`config.mk`:
```
export PLATFORM = sky130hd
export DESIGN_NAME = adc_command_state_guard
export DESIGN_NICKNAME = d
export VERILOG_FILES = /design/src/adcg_pkg.sv /design/src/adc_command_state_guard.sv
export SDC_FILE = /design/constraint.sdc
export NUM_CORES = 1
export LEC_CHECK = 0
export BUFFER_PORTS_ARGS = -buffer_cell sky130_fd_sc_hd__buf_2
export CAP_MARGIN = 10
export CORE_UTILIZATION = 45
export DETAILED_ROUTE_END_ITERATION = 12
export GPL_ROUTABILITY_DRIVEN = 0
export PLACE_DENSITY = 0.74
export RECOVER_POWER = 50
export SLEW_MARGIN = 20
export SYNTH_ARGS = -nofsm -noshare
export SYNTH_HDL_FRONTEND = slang
export SYNTH_SLANG_ARGS = --single-unit
```
`constraint.sdc`:
```
create_clock -name clk -period 3.3 [get_ports clk]
set_input_delay 0.99 -clock clk [delete_from_list [all_inputs] [get_ports clk]]
set_output_delay 0.99 -clock clk [all_outputs]
set_load 0.05 [all_outputs]
```
`src/adcg_pkg.sv`:
```
package adcg_pkg;

    typedef struct packed {
        logic [3:0] mode;
        logic [2:0] cal_kind;
        logic [3:0] reg_addr;
        logic [4:0] reg_count;
        logic       last_frame;
        logic [3:0] pos_input;
        logic [3:0] neg_input;
    } request_t;

    typedef struct packed {
        logic       accepted;
        logic [4:0] action;
        logic [7:0] opcode_byte;
        logic [7:0] count_byte;
        logic [7:0] mux_byte;
        logic [1:0] link_state;
        logic       data_ready;
    } result_t;

    typedef enum logic [1:0] {
        LINK_SLEEP = 2'd0,
        LINK_DRDY  = 2'd1,
        LINK_IDLE  = 2'd2,
        LINK_CONT  = 2'd3
    } link_t;

    localparam logic [3:0] MODE_READY     = 4'd0;
    localparam logic [3:0] MODE_WAKE      = 4'd1;
    localparam logic [3:0] MODE_CAL       = 4'd2;
    localparam logic [3:0] MODE_SYNC_WAKE = 4'd3;
    localparam logic [3:0] MODE_STANDBY   = 4'd4;
    localparam logic [3:0] MODE_RDREG     = 4'd5;
    localparam logic [3:0] MODE_WRREG     = 4'd6;
    localparam logic [3:0] MODE_RDDATA    = 4'd7;
    localparam logic [3:0] MODE_START     = 4'd8;
    localparam logic [3:0] MODE_FRAME     = 4'd9;
    localparam logic [3:0] MODE_STOP      = 4'd10;
    localparam logic [3:0] MODE_RESET     = 4'd11;
    localparam logic [3:0] MODE_MUX       = 4'd12;

    localparam logic [4:0] ACT_NONE      = 5'd0;
    localparam logic [4:0] ACT_WAKE      = 5'd1;
    localparam logic [4:0] ACT_CAL_SELF  = 5'd2;
    localparam logic [4:0] ACT_SYNC_WAKE = 5'd7;
    localparam logic [4:0] ACT_STANDBY   = 5'd8;
    localparam logic [4:0] ACT_RDREG     = 5'd9;
    localparam logic [4:0] ACT_WRREG     = 5'd10;
    localparam logic [4:0] ACT_RDDATA    = 5'd11;
    localparam logic [4:0] ACT_START     = 5'd12;
    localparam logic [4:0] ACT_FRAME     = 5'd13;
    localparam logic [4:0] ACT_STOP      = 5'd14;
    localparam logic [4:0] ACT_RESET     = 5'd15;
    localparam logic [4:0] ACT_MUX       = 5'd16;

    localparam logic [2:0] CAL_LAST      = 3'd4;
    localparam logic [5:0] LAST_REG      = 6'd10;
    localparam logic [3:0] MUX_REG_ADDR  = 4'd1;
    localparam logic [3:0] MAX_INPUT     = 4'd8;
    localparam logic [7:0] OP_RDREG      = 8'h10;
    localparam logic [7:0] OP_WRREG      = 8'h50;

endpackage

```
`src/adc_command_state_guard.sv`:
```
// Command guard for a delta-sigma converter's serial link.
// The request channel (request_valid, request_ready, request) carries one host
// request per word: a ready event or one of the link commands with its arguments.
// The result channel (result_valid, result_ready, result) returns one word per
// request: whether it was accepted, the command issued, the register opcode,
// count and multiplexer bytes, and the link state and data-ready flag after it.
// A request passes an input register and then a result register; its result
// is shown once it has been loaded into the result register.
// One request is taken every cycle unless the receiver stalls; the link state
// is updated as a request moves from the input register to the result register,
// so each request sees the state left by the one before it.
// Reset puts the link in the wait-for-data-ready state with the flag clear and
// empties both registers.
// When the receiver stalls, the result word holds and the input register keeps
// its request; request_ready drops once both are full and returns as soon as
// the result word is taken.
module adc_command_state_guard
    import adcg_pkg::*;
(
    input  logic     clk,
    input  logic     rst_n,
    input  logic     request_valid,
    output logic     request_ready,
    input  request_t request,
    output logic     result_valid,
    input  logic     result_ready,
    output result_t  result
);

    logic     stage_valid_reg;
    request_t stage_reg;
    logic     result_valid_reg;
    result_t  result_reg;
    link_t    link_reg;
    logic     flag_reg;

    link_t    link_next;
    logic     flag_next;
    result_t  result_next;
    logic     advance;
    logic     cmd_ready;
    logic     range_ok;
    logic     mux_ok;
    logic [5:0] reg_end;

    assign advance       = !result_valid_reg || result_ready;
    assign request_ready = !stage_valid_reg || advance;
    assign result_valid  = result_valid_reg;
    assign result        = result_reg;

    assign cmd_ready = (link_reg == LINK_DRDY && flag_reg) || link_reg == LINK_IDLE;
    assign reg_end   = {2'b00, stage_reg.reg_addr} + {1'b0, stage_reg.reg_count};
    assign range_ok  = stage_reg.reg_count != 5'd0 && reg_end <= LAST_REG + 6'd1;
    assign mux_ok    = stage_reg.pos_input <= MAX_INPUT && stage_reg.neg_input <= MAX_INPUT
                       && stage_reg.pos_input != stage_reg.neg_input
                       && {2'b00, MUX_REG_ADDR} <= LAST_REG;

    always_comb
    begin
        link_next   = link_reg;
        flag_next   = flag_reg;
        result_next = '0;
        case (stage_reg.mode)
            MODE_READY:
            begin
                flag_next            = 1'b1;
                result_next.accepted = 1'b1;
            end
            MODE_WAKE:
            begin
                if (link_reg == LINK_SLEEP)
                begin
                    result_next.accepted = 1'b1;
                    result_next.action   = ACT_WAKE;
                    flag_next            = 1'b0;
                    link_next            = LINK_DRDY;
                end
            end
            MODE_CAL:
            begin
                if (stage_reg.cal_kind <= CAL_LAST && cmd_ready)
                begin
                    result_next.accepted = 1'b1;
                    result_next.action   = ACT_CAL_SELF + 5'(stage_reg.cal_kind);
                    flag_next            = 1'b0;
                    link_next            = LINK_DRDY;
                end
            end
            MODE_SYNC_WAKE:
            begin
                if (cmd_ready)
                begin
                    result_next.accepted = 1'b1;
                    result_next.action   = ACT_SYNC_WAKE;
                    flag_next            = 1'b0;
                    link_next            = LINK_DRDY;
                end
            end
            MODE_STANDBY:
            begin
                if (cmd_ready)
                begin
                    result_next.accepted = 1'b1;
                    result_next.action   = ACT_STANDBY;
                    link_next            = LINK_SLEEP;
                end
            end
            MODE_RDREG, MODE_WRREG:
            begin
                if (range_ok && cmd_ready)
                begin
                    result_next.accepted    = 1'b1;
                    result_next.action      = (stage_reg.mode == MODE_RDREG) ?
                                              ACT_RDREG : ACT_WRREG;
                    result_next.opcode_byte = {4'h0, stage_reg.reg_addr} |
                                              ((stage_reg.mode == MODE_RDREG) ?
                                               OP_RDREG : OP_WRREG);
                    result_next.count_byte  = {3'b000, stage_reg.reg_count - 5'd1};
                end
            end
            MODE_RDDATA:
            begin
                if (link_reg == LINK_DRDY && flag_reg)
                begin
                    result_next.accepted = 1'b1;
                    result_next.action   = ACT_RDDATA;
                    link_next            = LINK_IDLE;
                end
            end
            MODE_START:
            begin
                if (link_reg == LINK_DRDY && flag_reg)
                begin
                    result_next.accepted = 1'b1;
                    result_next.action   = ACT_START;
                    flag_next            = 1'b0;
                    link_next            = LINK_CONT;
                end
            end
            MODE_FRAME:
            begin
                if (link_reg == LINK_CONT && flag_reg)
                begin
                    result_next.accepted = 1'b1;
                    result_next.action   = ACT_FRAME;
                    flag_next            = 1'b0;
                    if (stage_reg.last_frame)
                    begin
                        link_next = LINK_IDLE;
                    end
                end
            end
            MODE_STOP:
            begin
                if (link_reg == LINK_CONT)
                begin
                    result_next.accepted = 1'b1;
                    result_next.action   = ACT_STOP;
                    link_next            = LINK_IDLE;
                end
            end
            MODE_RESET:
            begin
                result_next.accepted = 1'b1;
                result_next.action   = ACT_RESET;
                flag_next            = 1'b0;
                link_next            = LINK_DRDY;
            end
            MODE_MUX:
            begin
                if (mux_ok && cmd_ready)
                begin
                    result_next.accepted    = 1'b1;
                    result_next.action      = ACT_MUX;
                    result_next.opcode_byte = {4'h0, MUX_REG_ADDR} | OP_WRREG;
                    result_next.mux_byte    = {stage_reg.pos_input, stage_reg.neg_input};
                end
            end
            default:
            begin
                result_next.accepted = 1'b0;
            end
        endcase
        result_next.link_state = link_next;
        result_next.data_ready = flag_next;
    end

    always_ff @(posedge clk or negedge rst_n)
    begin
        if (!rst_n)
        begin
            stage_valid_reg  <= 1'b0;
            result_valid_reg <= 1'b0;
            link_reg         <= LINK_DRDY;
            flag_reg         <= 1'b0;
        end
        else
        begin
            if (request_ready)
            begin
                stage_valid_reg <= request_valid;
            end
            if (advance)
            begin
                result_valid_reg <= stage_valid_reg;
            end
            if (advance && stage_valid_reg)
            begin
                link_reg <= link_next;
                flag_reg <= flag_next;
            end
        end
    end

    always_ff @(posedge clk)
    begin
        if (request_ready && request_valid)
        begin
            stage_reg <= request;
        end
        if (advance && stage_valid_reg)
        begin
            result_reg <= result_next;
        end
    end

    // A rejected request issues nothing and carries no bytes.
    assert property (@(posedge clk) disable iff (!rst_n)
        result_valid && !result.accepted |->
            result.action == ACT_NONE && result.opcode_byte == 8'h00 &&
            result.count_byte == 8'h00 && result.mux_byte == 8'h00)
        else $error("rejected request produced a command");

    // Standby always leaves the link asleep.
    assert property (@(posedge clk) disable iff (!rst_n)
        result_valid && result.action == ACT_STANDBY |-> result.link_state == LINK_SLEEP)
        else $error("standby did not put the link to sleep");

    // A frame read consumes the data-ready flag.
    assert property (@(posedge clk) disable iff (!rst_n)
        result_valid && result.action == ACT_FRAME |-> !result.data_ready)
        else $error("frame read left data ready set");

    // With both registers full and the receiver stalled, no request is taken.
    assert property (@(posedge clk) disable iff (!rst_n)
        stage_valid_reg && result_valid && !result_ready |-> !request_ready)
        else $error("request taken while pipeline is full and stalled");

    // The shown link state follows the state register once a result is loaded.
    assert property (@(posedge clk) disable iff (!rst_n)
        advance && stage_valid_reg |=> result.link_state == link_reg &&
            result.data_ready == flag_reg)
        else $error("result state differs from link state register");

endmodule

```
Word level (Yosys, flattened, before mapping)

Cells that the tools add are included.

Register bits: 63
Bits of input ports: 29
Output and inout port bits: 35

Add/subtract/negate cells: 3
Order comparisons: 4
Equal/unequal tests: 16
Muxes and demuxes: 31
Bitwise operators: 1
Reductions and logical operators: 22

Operators with widths:

| operator            | number |
|---|---|
| $pmux 5 s11         | 1 |
| $mux 6              | 8 |
| $mux 22             | 1 |
| $eq 4x4->1 const B  | 5 |
| $mux 2              | 10 |
| $pmux 2 s9          | 1 |
| $eq 4x3->1 const B  | 4 |
| $pmux 8 s2          | 1 |
| $mux 14             | 1 |
| $pmux 1 s11         | 1 |
| $logic_and 1x1->1   | 10 |
| $eq 4x2->1 const B  | 2 |
| $le 4x4->1 const B  | 2 |
| $mux 7              | 1 |
| $or 4x7->7          | 1 |
| $pmux 1 s7          | 1 |
| $add 4x5->6         | 1 |
| $le 6x4->1 const B  | 1 |
| $mux 1              | 5 |
| $reduce_bool 5->1   | 1 |
| $sub 5x1->5 const B | 1 |
| $add 2x3->4 const A | 1 |
| $eq 2x2->1 const B  | 2 |
| $eq 4x1->1 const B  | 1 |
| 9 further kinds     | 14 |

Depth between registers and ports, before layout

Gate-level depths: netlist of the first run.

Depth in word-level cells: 6
Depth in mapped cells: 8

Worst setup path after synthesis of the first run

OpenSTA, ideal clock, no wires.

Path type: input port to flip-flop
Start: in result_ready
End: reg stage_reg[0] in the netlist's numbering, enable pin
Setup time: 0.384 ns
Arrival: 2.165 ns
Required time: 2.916 ns
Slack: 0.751 ns
Stages on the path: 2
Path through: nand3b_1 > and2_1

Word-level cells in the longest chain between the ends: 3

Ends and longest elaborated chain:

| element              | RTL line                       | text |
|---|---|---|
| start, declared      | adc_command_state_guard.sv:26  | `input logic result_ready,` |
| $logic_or 1x1->1     | adc_command_state_guard.sv:46  | `assign advance = !result_valid_reg \|\| result_ready;` |
| $logic_or 1x1->1     | adc_command_state_guard.sv:47  | `assign request_ready = !stage_valid_reg \|\| advance;` |
| $logic_and 1x1->1    | adc_command_state_guard.sv:217 | `if (request_ready && request_valid)` |
| end signal, assigned | adc_command_state_guard.sv:219 | `stage_reg <= request;` |
| end, declared        | adc_command_state_guard.sv:31  | `request_t stage_reg;` |

Every way passes these cells.
A chain may end at the register's enable or synchronous reset.

==> results of run 1 <==
final timing paths:
kind | startpoint | endpoint | slack [ps] | cells after the start
setup / recovery | stage_reg[9] | result[32] | 580 | 7
hold / removal | stage_valid_reg | result_valid | 500 | 1
setup reg to reg | stage_reg[9] | result[32] | 580 | 7
hold reg to reg | stage_valid_reg | result_valid | 500 | 1
max in group asynchronous | rst_n | link_reg[0] | 2520 | 1
min in group asynchronous | rst_n | result_valid | 510 | 1
per-layer routing:
layer  up-vias  track usage [%]  part of all wire, %
met5         -                0                    0
met4         0             13.3                  1.9
met3        10             3.85                  7.9
met2       108             28.3                   48
met1       950             24.8                   42
li1       1024                -                    -
where the power goes:
part | total [W] | leakage, nW | switching [W] | internal (W)
combinational | 0.000437 | 0.740 | 0.000298 | 0.000139
sequential | 0.000953 | 0.573 | 0.0000695 | 0.000884
clock | 0.000703 | 0.107 | 0.000279 | 0.000424
total | 0.00209 | 1.42 | 0.000646 | 0.00145
cell usage after synthesis, drive strengths merged, types with 4 or more instances:
cell	number
edfxtp	53
nor2	14
nand2b	9
clkbuf	4
and2	17
nand2	15
o21a	4
nor3	6
buf	12
o21ai	14
nand3	4
a21oi	10
ha	6
dfrtp	4
inv	10
logic make-up after synthesis:
logic type                 after synthesis  share of synthesized area, %
muxes                                    1                         0.343
DFF                                     58                          58.8
other                                    1                         0.128
adders and majority gates                8                          3.60
xor gates and xnor gates                 5                          1.50
buffers and inverters                   26                          4.67
and+or+nand+nor                         86                          16.7
AOI/OAI and AO/OA                       59                          14.3
metrics by stage:
stage / utilization, % / instances / setup slack (ps)
final: 56.6 / 385 / 577
after floorplan: - / 248 / 751
after CTS: 56.8 / 385 / 560
after global routing: 56.6 / 385 / 382
after detailed placement: 53.3 / 369 / 591
after global placement: 53.3 / 369 / 662
final cells by class:
| type | instances | area, sq um |
|---|---|---|
| Tap cell | 75 | 93.8 |
| Clock inverter | 5 | 78.8 |
| Multi-Input combinational cell | 164 | 1080 |
| Timing Repair Buffer | 62 | 308 |
| Clock buffer | 11 | 131 |
| Inverter | 10 | 37.5 |
| Fill cell | 533 | 2650 |
| Sequential cell | 58 | 1720 |
==> impl_metrics.ini, run 1 <==
[status]
status = completed

[synthesis]
ys_ff_latch = 58
synthTopCellsByArea = edfxtp_1 54%, and2_1 3.6%, dfrtp_1 3.4%
yosysTopAreaCellShare_pct = 54.5
syn-instance-count = 244
synth_cell_types = 65
ys.flop_type = edfxtp_1
synth_area_leader_cell = edfxtp_1
synthArstFlopShare_pct = 8.62
synth_edf_count = 53
ys_seq_area_share_pct = 58.8
ys_warn_count = 0
synthesis.area_sq_um = 2920
syn-mean-instance-area_sq_um = 12.0

[detailed_routing]
wl_per_cell_um = 14.5
drtIter0Drc = 154
ant_nets = 0
dr.pass1.iters = 4
routed_via_density = 5.43
num_vias = 2092
wl_mm = 5.57
drc = 0

[hold_path]
hp-class = reg2reg

[floorplanning]
ios = 64
initial_core_util_pct = 47.9
dieArea_sq_um = 6820
fp.dieH_um = 82.6
row_count = 28
chipWidth_um = 82.6
coreArea_sq_um = 6100

[timing]
whs_ps = 498
slew_headroom_pct = 14.4
rsz0062_at_grt = false
finalCritPeriodShare_pct = 82.5
final_hold_viol_count = 0
layout_min_cycle_time_ps = 2720
drv_slew = 0
fmax_ghz = 0.367
finalClockSkew_ps = 8.21
tns_ps = 0
worstMarginPinSlew_ps = 1280
setup_violations = 0

[clock_tree]
root_buffer = clkbuf_8
postCtsSetupBuffers = 0
cts_resized = 0
cts_tree = yes
cts-htree-levels = 3
ctsHoldBuffers = 0
clk_pin_slew_ps = 60
cts_sinks = 58
numCtsBuffers = 9
clkLatencyLatePin_ps = 330
cts.path.max_buffers = 2

[placement]
placedInstanceArea_sq_um = 3250
dp.final_hpwl_mm = 4.01
io_buffers = 58

[setup_path]
crit_family = adder cells
critPathMaxFanout = 12
critPathLaunchType = register
crit_required_ps = 3500
cpPeakStageDelay_ps = 590
cp-end-kind = register
slowest_stage = a221oi_2
crit_buf_inv = 0
cp_cell_sequence = ha_1 -> fa_1 -> maj3_1 -> nor4_1 -> a21oi_1 -> a221oi_2 -> or4_1
worstPathArrival_ps = 2920
path_class = reg2reg

[cells_and_area]
nets = 341
largest_reg_flops = 28
most-common-layout-cells = 57 x buf_2, 53 x edfxtp_1, 17 x and2_1
drive_gt1_share_pct = 25.8
area_growth_pct = 18.1
n_antenna_cell = 0
final_cell_area_sq_um = 3450
final_common_cell = buf_2

[grt]
grt_pass1_vias = 1934
antenna_found_initial = 0
grtUsageTotal_pct = 19.0
grt_remaining_overflow = 0
grt_pass1_wl_mm = 9.20
grt_start_max_net_pins = 26

[pwr]
peakVddDrop_mv = 0.314
powerDensity_nw_per_um2 = 607
p_leak_nw = 1.42
p_total_w = 0.00209

[run]
maxCapViolations = 0
Note: power is estimated with default switching activity, not from simulation.
==> inputs of run 2 (changes only) <==
PLACE_DENSITY = 0.77   (was 0.74)
clock period = 2.2 ns   (was 3.3 ns; I/O delays follow)
==> impl_metrics.ini, run 2 (synthesis gave the netlist of run 1 again) <==
[status]
status = complete, but fails checks
violations = setup timing

[cells_and_area]
most-common-layout-cells = 57 x buf_2, 53 x edfxtp_1, 24 x buf_4
nets = 366
nFillCells = 510
drive_gt1_share_pct = 35.6
largest_reg_flops = 28
n_antenna_cell = 0
area_growth_pct = 25.8
final_common_cell = buf_2
final_cell_area_sq_um = 3670

[timing]
setup_violations = 12
slew_headroom_pct = 54.1
tns_ps = -1930
layout_min_cycle_time_ps = 2380
worstMarginPinSlew_ps = 689
whs_ps = 184
rsz0062_at_grt = true
finalClockSkew_ps = 5.58
fmax_ghz = 0.420
finalCritPeriodShare_pct = 108
final_hold_viol_count = 0
finalWorstSetupSlack_ps = -180
drv_slew = 0

[grt]
grt_start_max_net_pins = 29
grtUsageTotal_pct = 19.4
grt_pass1_vias = 2023
antenna_found_initial = 0
grt_remaining_overflow = 0
grt_pass1_wl_mm = 9.48

[floorplanning]
dieArea_sq_um = 6820
coreArea_sq_um = 6100
row_count = 28
ios = 64
fp.dieH_um = 82.6
initial_core_util_pct = 47.9
chipWidth_um = 82.6

[pwr]
peakVddDrop_mv = 0.460
p_total_w = 0.00296
powerDensity_nw_per_um2 = 806
p_leak_nw = 1.54

[clock_tree]
clk_pin_slew_ps = 60
cts.path.max_buffers = 2
cts-htree-levels = 3
numCtsBuffers = 9
cts_tree = yes
clkLatencyLatePin_ps = 320
ctsHoldBuffers = 0
cts_sinks = 58
root_buffer = clkbuf_8

[placement]
placedInstanceArea_sq_um = 3410
io_buffers = 58
dp.final_hpwl_mm = 4.34
pre_cts_ws_ps = -177

[detailed_routing]
ant_nets = 0
wl_mm = 6.11
wl_per_cell_um = 14.9
routed_via_density = 5.44
num_vias = 2223
dr.pass1.iters = 4
drc = 0
drtIter0Drc = 237

[setup_path]
worstPathArrival_ps = 2580
rr_startpoint = stage_reg[14]
critPathMaxFanout = 4
critPathLaunchType = register
crit_required_ps = 2400
r2r-end = result[11]
ff2ff_path_depth = 8
path_class = reg2reg
cp-end-kind = register
rrSetupSlack_ps = -180

[hold_path]
hp-class = in2async

[run]
maxCapViolations = 0
## run 2: changes by cell type in the layout (fill, tap and decap cells not counted), sizes merged
cell	change
bufinv	-2
clkinvlp	+1
buf	+25
## run 2: worst max-delay path by stage
stage                              from         end  slack (ps)  cells after the start
final                     stage_reg[14]  result[11]        -180                      8
after global routing      stage_reg[14]  result[11]        -270                      8
after CTS                  stage_reg[9]  result[12]        -170                      8
after detailed placement   stage_reg[9]  result[12]        -180                      8
after global placement     stage_reg[9]  result[12]        -120                      8
after floorplan            stage_reg[9]  result[12]         -40                      8
## run 2: power by group
part / total (W) / internal (W) / switching (W)
clock: 0.000776 / 0.000393 / 0.000383
sequential: 0.00139 / 0.00133 / 0.0000688
combinational: 0.000790 / 0.000270 / 0.000520
total: 0.00296 / 0.00199 / 0.000972
## run 2: routing by layer
metal,GRT usage [%],vias to the layer above,wire (um)
met3,4.07,8,338
met1,22.9,1059,2480
li1,-,1075,-
met4,8.45,0,81
met2,34.0,81,3200
met5,0,-,0
## run 2: cell type report
class | count | area (sq um) | area share, %
sequential | 58 | 1720 | 46.8
clock buffer | 11 | 131 | 3.58
inverter | 10 | 40.0 | 1.09
multi-input combinational | 164 | 1160 | 31.7
clock inverter | 4 | 20.0 | 0.545
timing repair buffer | 87 | 505 | 13.8
tap | 75 | 93.8 | 2.55
## run 2: worst max-delay path, stage by stage (launching register included)
cell      delay (ps)
edfxtp_1         400
ha_2             220
fa_2             400
maj3_2           340
nor4_4           160
a21oi_2           80
a221oi_4         360
buf_2            190
and2_1           120
## run 2: per-stage QoR
| stage | std cells | util (%) |
|---|---|---|
| 2_1_floorplan | 248 | - |
| 3_3_place_gp | 388 | 56.0 |
| 3_5_place_dp | 388 | 56.0 |
| 4_1_cts | 405 | 59.0 |
| 5_1_grt | 409 | 60.3 |
| 6_report | 409 | 60.3 |
## run 2: repair_timing
action | 4_1_cts | 5_1_grt
resized for setup | 5 | 14
setup buffers | 1 | 4
gates cloned | 1 | 0
pin swaps | 4 | 11
endpoints found under the setup margin | 12 | 12
